--- src/hdl/dcs_pkg.sv ---
// ----------------------------------------------------------------------------
// dcs_pkg
// Shared constants, codes and types of the distance constraint solver.
// ----------------------------------------------------------------------------
package dcs_pkg;

  localparam int MaxParticles  = 1024;
  localparam int IdxW          = $clog2(MaxParticles);
  localparam int CollapseLimit = 1;

  localparam logic [16:0] OneQ16  = 17'h10000;
  localparam logic [16:0] HalfQ16 = 17'h08000;

  // serial divider widths: |k * (len - rest)| over len
  localparam int DivNW = 49;
  localparam int DivDW = 32;

  typedef enum logic [1:0] {
    ActLoad  = 2'd0,
    ActSolve = 2'd1,
    ActWeld  = 2'd2,
    ActRead  = 2'd3
  } action_e;

  typedef enum logic [1:0] {
    StDone     = 2'd0,
    StRange    = 2'd1,
    StCollapse = 2'd2
  } status_e;

  typedef enum logic [2:0] {
    CfgStretch  = 3'd0,
    CfgCompress = 3'd1,
    CfgBlend    = 3'd2,
    CfgLocked   = 3'd3,
    CfgCount    = 3'd4
  } cfg_e;

  typedef struct packed {
    logic             start;
    logic [DivNW-1:0] dividend;
    logic [DivDW-1:0] divisor;
  } div_req_t;

  function automatic logic [16:0] clamp_q16(input logic [16:0] v);
    return (v > OneQ16) ? OneQ16 : v;
  endfunction

endpackage

--- src/hdl/dcs_div.sv ---
// ----------------------------------------------------------------------------
// dcs_div
// Restoring unsigned divider, one quotient bit per cycle.
// ----------------------------------------------------------------------------
module dcs_div (
  input  logic                       clk_i,
  input  logic                       rst_ni,
  input  dcs_pkg::div_req_t          req_i,
  output logic                       done_o,
  output logic [dcs_pkg::DivNW-1:0]  quot_o
);
  import dcs_pkg::*;

  localparam int CntW = $clog2(DivNW + 1);

  logic             busy_q, busy_d;
  logic             done_q, done_d;
  logic [CntW-1:0]  cnt_q, cnt_d;
  logic [DivNW-1:0] num_q, num_d;
  logic [DivDW-1:0] rem_q, rem_d;
  logic [DivDW-1:0] dvs_q, dvs_d;
  logic [DivDW:0]   sh;
  logic             ge;

  assign sh = {rem_q, num_q[DivNW-1]};
  assign ge = sh >= {1'b0, dvs_q};

  always_comb begin
    busy_d = busy_q;
    done_d = 1'b0;
    cnt_d  = cnt_q;
    num_d  = num_q;
    rem_d  = rem_q;
    dvs_d  = dvs_q;
    if (req_i.start) begin
      busy_d = 1'b1;
      cnt_d  = '0;
      num_d  = req_i.dividend;
      rem_d  = '0;
      dvs_d  = req_i.divisor;
    end else if (busy_q) begin
      rem_d = ge ? DivDW'(sh - {1'b0, dvs_q}) : sh[DivDW-1:0];
      num_d = {num_q[DivNW-2:0], ge};
      cnt_d = cnt_q + 1'b1;
      if (cnt_q == CntW'(DivNW - 1)) begin
        busy_d = 1'b0;
        done_d = 1'b1;
      end
    end
  end

  always_ff @(posedge clk_i or negedge rst_ni) begin
    if (!rst_ni) begin
      busy_q <= 1'b0;
      done_q <= 1'b0;
      cnt_q  <= '0;
    end else begin
      busy_q <= busy_d;
      done_q <= done_d;
      cnt_q  <= cnt_d;
    end
  end

  always_ff @(posedge clk_i) begin
    num_q <= num_d;
    rem_q <= rem_d;
    dvs_q <= dvs_d;
  end

  assign done_o = done_q;
  assign quot_o = num_q;

endmodule

--- config.mk ---
export PLATFORM = sky130hd
export DESIGN_NAME = dcs_div
export DESIGN_NICKNAME = d
export VERILOG_FILES = /design/src/hdl/dcs_pkg.sv /design/src/hdl/dcs_div.sv
export SDC_FILE = /design/constraint.sdc
export NUM_CORES = 1
export LEC_CHECK = 0
export ABC_AREA = 1
export BUFFER_PORTS_ARGS = -buffer_cell sky130_fd_sc_hd__buf_4
export CELL_PAD_IN_SITES_DETAIL_PLACEMENT = 2
export CELL_PAD_IN_SITES_GLOBAL_PLACEMENT = 2
export CORE_MARGIN = 5
export CORE_UTILIZATION = 34
export DETAILED_ROUTE_END_ITERATION = 10
export PLACE_DENSITY_LB_ADDON = 0.3
export SKIP_CTS_REPAIR_TIMING = 1
export SLEW_MARGIN = 10
export SYNTH_ARGS = -nofsm -noshare
export SYNTH_HDL_FRONTEND = slang
export SYNTH_SLANG_ARGS = --single-unit
--- constraint.sdc ---
create_clock -name clk_i -period 7.8 [get_ports clk_i]
set_clock_uncertainty 0.2 [all_clocks]
set_input_delay 0.39 -clock clk_i [delete_from_list [all_inputs] [get_ports clk_i]]
set_output_delay 0.39 -clock clk_i [all_outputs]
set_load 0.01 [all_outputs]
==> results of run 1 <==
==> area by class of cell <==
class / count / area share [%]
inverter: 179 / 6.98
clock buffer: 18 / 4.46
multi-input combinational: 722 / 35.6
clock inverter: 14 / 1.14
sequential: 121 / 34.0
timing repair buffer: 170 / 14.1
tap: 280 / 3.64
==> power by group through the flow <==
stage / registers (mW) / logic [mW] / clock network [mW]
2_1_floorplan: 0.860 / 0.813 / 0
3_3_place_gp: 0.864 / 1.15 / 0
3_5_place_dp: 0.868 / 1.21 / 0
4_1_cts: 0.860 / 1.23 / 0.768
5_1_grt: 0.871 / 1.38 / 0.797
6_report: 0.860 / 1.24 / 0.751
==> worst min-delay path by stage <==
stage,end,cells past startpoint
6_report,quot_o[39],3
5_1_grt,quot_o[36],3
4_1_cts,busy_q,1
3_5_place_dp,busy_q,1
3_3_place_gp,done_o,1
2_1_floorplan,busy_q,0
==> kinds of logic (layout without fill, tap and decap cells) <==
family	Yosys count	in the layout	share of synthesized area [%]
AOI/OAI and AO/OA	51	51	3.67
xor gates and xnor gates	14	14	1.64
DFF	121	121	43.7
and+or+nand+nor	622	622	34.4
buffers and inverters	205	381	10.7
adders and majority gates	35	35	5.94
==> critical path, stage by stage, from the launching register on <==
cell and delay [ps]:
dfxtp_1 330, ha_1 370, a21oi_1 250, nand2_1 110, a21oi_1 230, nand2_1 130, a21oi_4 540, buf_4 370
nand2_4 320, nand2_1 190, nand3_1 110, o21ai_1 150
==> synth_stat cells (all sizes together) <==
cell type,number,area share (%)
o21bai,3,0.30
nand4,5,0.42
and3,1,0.083
a21oi,25,1.8
clkbuf,15,0.75
dfrtp,8,2.7
a31oi,1,0.083
nand3b,22,2.2
inv,179,9.0
nor2,49,2.6
xor2,1,0.12
fa,1,0.27
ha,34,5.7
nor3,7,0.53
and2,2,0.17
xnor2,13,1.5
nand2,463,23
o21ai,22,1.5
nand3,73,4.9
dfxtp,32,8.5
edfxtp,81,32
buf,11,0.98
==> sequential cells by signal, summed over array words and instances, names as in the netlist <==
signal  count
quot_o     49
dvs_q      32
rem_q      32
cnt_q       6
busy_q      1
done_o      1
==> routing by layer <==
layer	vias to the layer above	global-route usage, %	part of all wire, %
met5	-	0	0
met4	0	4.75	1.1
met1	3612	25.4	42
met2	158	40.5	51
met3	27	7.31	5.7
li1	3584	-	-
==> metrics by stage <==
| step | hold WS (ps) | total power, mW | utilization (%) |
|---|---|---|---|
| 6_report | 26.4 | 2.85 | 44.2 |
| 4_1_cts | -445 | 2.86 | 42.7 |
| 3_5_place_dp | 16.8 | 2.08 | 40.2 |
| 3_3_place_gp | 19.9 | 2.02 | 40.2 |
| 2_1_floorplan | -106 | 1.67 | - |
| 5_1_grt | 20.0 | 3.05 | 44.2 |
==> results by group, run 1 <==
Run status
  • Status: finished, final reports clean

Setup path
  • CP arrival: 3560 ps
  • Critical Path End: rem_q[8]
  • R2R Path Start: rem_q[27]
  • CP endpoint kind: register
  • Critical Path Source: rem_q[27]
  • Crit Reg-Reg Endpoint: rem_q[8]
  • Startpoint class of the critical path: register
  • Crit-path max FO: 32
  • WP data required: 7950 ps
  • Setup CP Type: register to register
  • R2r worst-path depth: 11
  • FF-to-FF setup slack: 4380 ps

Worst hold path
  • Worst hold path startpoint: req_i[71]
  • Worst Hold Class: primary input to register

STA
  • Slew Limit Fails: 0
  • Worst setup margin: 4380 ps
  • Setup-failing EPs final: 0
  • Count of final hold-check violations: 0
  • Fin crit period: 3420 ps
  • Relative slew slack: 31.1%
  • Period utilization: 43.8%
  • Setup TNS: 0 ps
  • RSZ-0062 raised after global routing: false
  • FMAX: 0.293 GHz
  • Worst-margin pin slew: 1030 ps

CTS
  • Cts bufs inserted: 17
  • Clock latency at the later pin of the worst-skew pair: 430 ps
  • Worst-path clk slew: 70 ps
  • CTS root buf: clkbuf_16
  • CTS sink cnt: 121
  • Htree depth: 4
  • CTS tree: built
  • Clock Tree Buf Depth: 2

Place
  • Post-DP HPWL: 20.2 mm
  • Worst slack at placement: 4420 ps
  • Cell Area, Placed: 8750 um^2
  • # port buffers: 133
  • RePlAce Congestion: 0.862
  • Total instance count after detailed placement: 1439

Cells and area
  • Register area: 3270 um^2
  • Layout cell share with drive strength beyond 1: 15.4%
  • Layout net count: 1330
  • Multi-input gate area: 3430 um^2
  • Fill cells: 2543
  • Most common cell after layout, fill and taps aside: nand2_1
  • Area grow syn2layout: 28.3%
  • Post-Layout Cell Count: 1504
  • Most frequent cells in the layout: 459 x nand2_1, 171 x inv_1, 137 x buf_4
  • Ant diodes: 0
  • Final instance area: 9620 um^2

Global route
  • First-pass GRT wire length: 43.0 mm
  • GRT Resource Usage Total: 22.2%
  • Vias in the first global route: 8220
  • Total congestion overflow: 0
  • Initial antenna violation count: 0
  • Largest net degree at the start of global routing: 69

Power and ir drop
  • Reg power frac: 30.2%
  • Internal: 1.63 mW
  • Psw: 1.22 mW
  • Leak pwr: 5.09 nW
  • Worst vdd ir: 120 uV
  • Switching Share: 42.7%
  • Gate power share: 43.4%
  • Cell area power density: 296 nW/um^2
  • Clock group share of total power: 26.4%

Route
  • Pre-antenna DRT Iters: 4
  • Avg WL per Cell: 18.7 um
  • Antenna Violating Nets Remaining: 0
  • Drt drc: 0
  • DR vias: 7381
  • Drt initial violations: 225
  • Routed WL: 28.2 mm
  • Vias per cell: 4.91

Synth
  • Cell count after synthesis: 1048
  • Distinct cells, synth: 31
  • Synth Cell Area: 7500 um^2
  • Syn avg cell area: 7.16 um^2
  • Syn_nets: 1167
  • Synth warn: 0
  • Flops & latches, synth: 121
  • Register area share after synthesis: 43.7%

Floorplanning
  • Die extent in y: 159 um
  • Die W: 159 um
  • Rows: 54
  • Top Ports: 134
  • DIE AREA: 25100 um^2
  • Core Area: 21800 um^2
  • Initial Util: 34.5%

Flow run
  • Max_cap viols: 0
(Power assumes the default switching activity.)
==> run 2, diff against run 1 <==
- CORE_UTILIZATION: 34 -> 29
- clock period: 7.8 -> 2.8 ns (I/O delays scaled with it)
==> results by group, run 2 (synthesized netlist as in run 1, its figures left out) <==
STA
  • Setup-failing EPs final: 0
  • Count of final hold-check violations: 0
  • Fin crit period: 2570 ps
  • Worst-margin pin slew: 545 ps
  • Period utilization: 91.9%
  • FMAX: 0.389 GHz
  • Relative slew slack: 63.7%
  • Min Hold Slack: 232 ps
  • RSZ-0062 raised after global routing: false
  • Setup TNS: 0 ps
  • Slew Limit Fails: 0

Power and ir drop
  • Gate power share: 44.9%
  • Psw: 3.44 mW
  • Reg power frac: 29.2%
  • Leak pwr: 5.39 nW
  • Cell area power density: 789 nW/um^2
  • Switching Share: 42.2%
  • Worst vdd ir: 391 uV
  • Internal: 4.72 mW
  • Clock group share of total power: 25.9%

Floorplanning
  • Rows: 58
  • Initial Util: 29.6%
  • Die W: 171 um
  • Core Area: 25300 um^2
  • DIE AREA: 29200 um^2
  • Die extent in y: 171 um
  • Top Ports: 134

Route
  • Antenna Violating Nets Remaining: 0
  • Pre-antenna DRT Iters: 4
  • Routed WL: 30.4 mm
  • Drt initial violations: 282
  • Drt drc: 0
  • Vias per cell: 4.70
  • Avg WL per Cell: 18.7 um
  • DR vias: 7619

Setup path
  • CP endpoint kind: register
  • Crit-path max FO: 17
  • FF-to-FF setup slack: 230 ps
  • Crit Reg-Reg Endpoint: rem_q[4]
  • WP data required: 2890 ps
  • Critical Path End: rem_q[4]
  • Startpoint class of the critical path: register
  • CP arrival: 2660 ps
  • Setup CP Type: register to register
  • R2R Path Start: dvs_q[23]
  • R2r worst-path depth: 12
  • Critical Path Source: dvs_q[23]

Cells and area
  • Layout net count: 1396
  • Most common cell after layout, fill and taps aside: nand2_1
  • Number of flip-flops in the largest register: 49
  • Most frequent cells in the layout: 458 x nand2_1, 171 x inv_1, 148 x buf_4
  • Fill cells: 2908
  • Layout cell share with drive strength beyond 1: 15.9%
  • Final instance area: 10300 um^2
  • Area grow syn2layout: 38.0%
  • Post-Layout Cell Count: 1620

CTS
  • CTS root buf: clkbuf_16
  • Htree depth: 4
  • Worst-path clk slew: 60 ps
  • Clock latency at the later pin of the worst-skew pair: 430 ps
  • Cts bufs inserted: 17
  • CTS tree: built
  • Clock Tree Buf Depth: 2
  • CTS sink cnt: 121

Place
  • Total instance count after detailed placement: 1504
  • # port buffers: 133
  • RePlAce Congestion: 0.859
  • Post-DP HPWL: 20.9 mm
  • Cell Area, Placed: 8960 um^2

Global route
  • Total congestion overflow: 0
  • GRT Resource Usage Total: 19.1%
  • Largest net degree at the start of global routing: 60
  • Vias in the first global route: 8151
  • Met2 usage: 33.0%
  • Global Route met3 Usage: 5.94%
  • Most Crowded Layer GR: met2
  • GR Util met1: 23.5%
  • Initial antenna violation count: 1
  • First-pass GRT wire length: 43.7 mm

Worst hold path
  • Worst Hold Class: primary input to register

Run status
  • Status: finished, final reports clean

Flow run
  • Max_cap viols: 0
-- run 2: cell types whose count changed in the layout (fill, tap and decap cells not counted) --
cell,change
buf_4,+11
diode_2,+1
clkinvlp_4,-1
nand2_1,-1
buf_12,+3
nor2_2,+1
buf_6,+1
clkinv_4,+1
nand2_2,+1
nor2_4,-1
dlygate4sd3_1,+51
clkbuf_1,-1
-- run 2: cell type report --
class | instances | area, um^2 | area share [%]
tap | 330 | 413 | 3.99
multi-input combinational | 722 | 3430 | 33.1
inverter | 179 | 672 | 6.49
timing repair buffer | 236 | 2020 | 19.6
antenna | 1 | 2.50 | 0.0242
clock inverter | 14 | 111 | 1.08
clock buffer | 17 | 425 | 4.11
sequential | 121 | 3270 | 31.6
-- run 2: power groups by stage --
stage / Sequential, mW / Clock, mW / Combinational, mW
floorplan: 2.40 / 0 / 2.27
CTS: 2.38 / 2.14 / 3.59
finish: 2.38 / 2.11 / 3.67
global placement: 2.40 / 0 / 3.44
detailed placement: 2.41 / 0 / 3.54
global route: 2.42 / 2.24 / 4.13
-- run 2: per-layer routing --
metal  part of all wire, %  wire length [um]
met5                     0                 0
met4                  0.88               266
met3                   4.8              1470
met2                    50             15300
met1                    44             13300
-- run 2: critical path, cell delays in order (launching register included) --
cell and delay [ps]:
edfxtp_1 330, inv_1 50, ha_1 410, nand2_1 160, nor2_1 220, nand2_1 120
nor3_2 270, nand2_4 110, nand2_4 140, buf_12 170, nand2_1 70, nand3_1 80
o21ai_1 80
-- run 2: worst min path at each step --
| stage | slack (ps) | from | to | cells past startpoint |
|---|---|---|---|---|
| after global routing | 230 | req_i[3] | dvs_q[3] | 2 |
| after global placement | -230 | rst_ni | cnt_q[5] | 1 |
| after floorplan | -360 | rst_ni | busy_q | 0 |
| after detailed placement | -230 | rst_ni | cnt_q[5] | 1 |
| after CTS | -690 | rst_ni | busy_q | 1 |
| final | 230 | req_i[28] | dvs_q[28] | 2 |
-- run 2: metrics by stage --
stage                     worst slack, ps  total power, mW  util [%]
after detailed placement              105             5.95      35.4
after floorplan                      47.8             4.66         -
after global routing                 30.9             8.79      40.9
after global placement                110             5.84      35.4
final                                 226             8.16      40.9
after CTS                            93.9             8.11      37.5
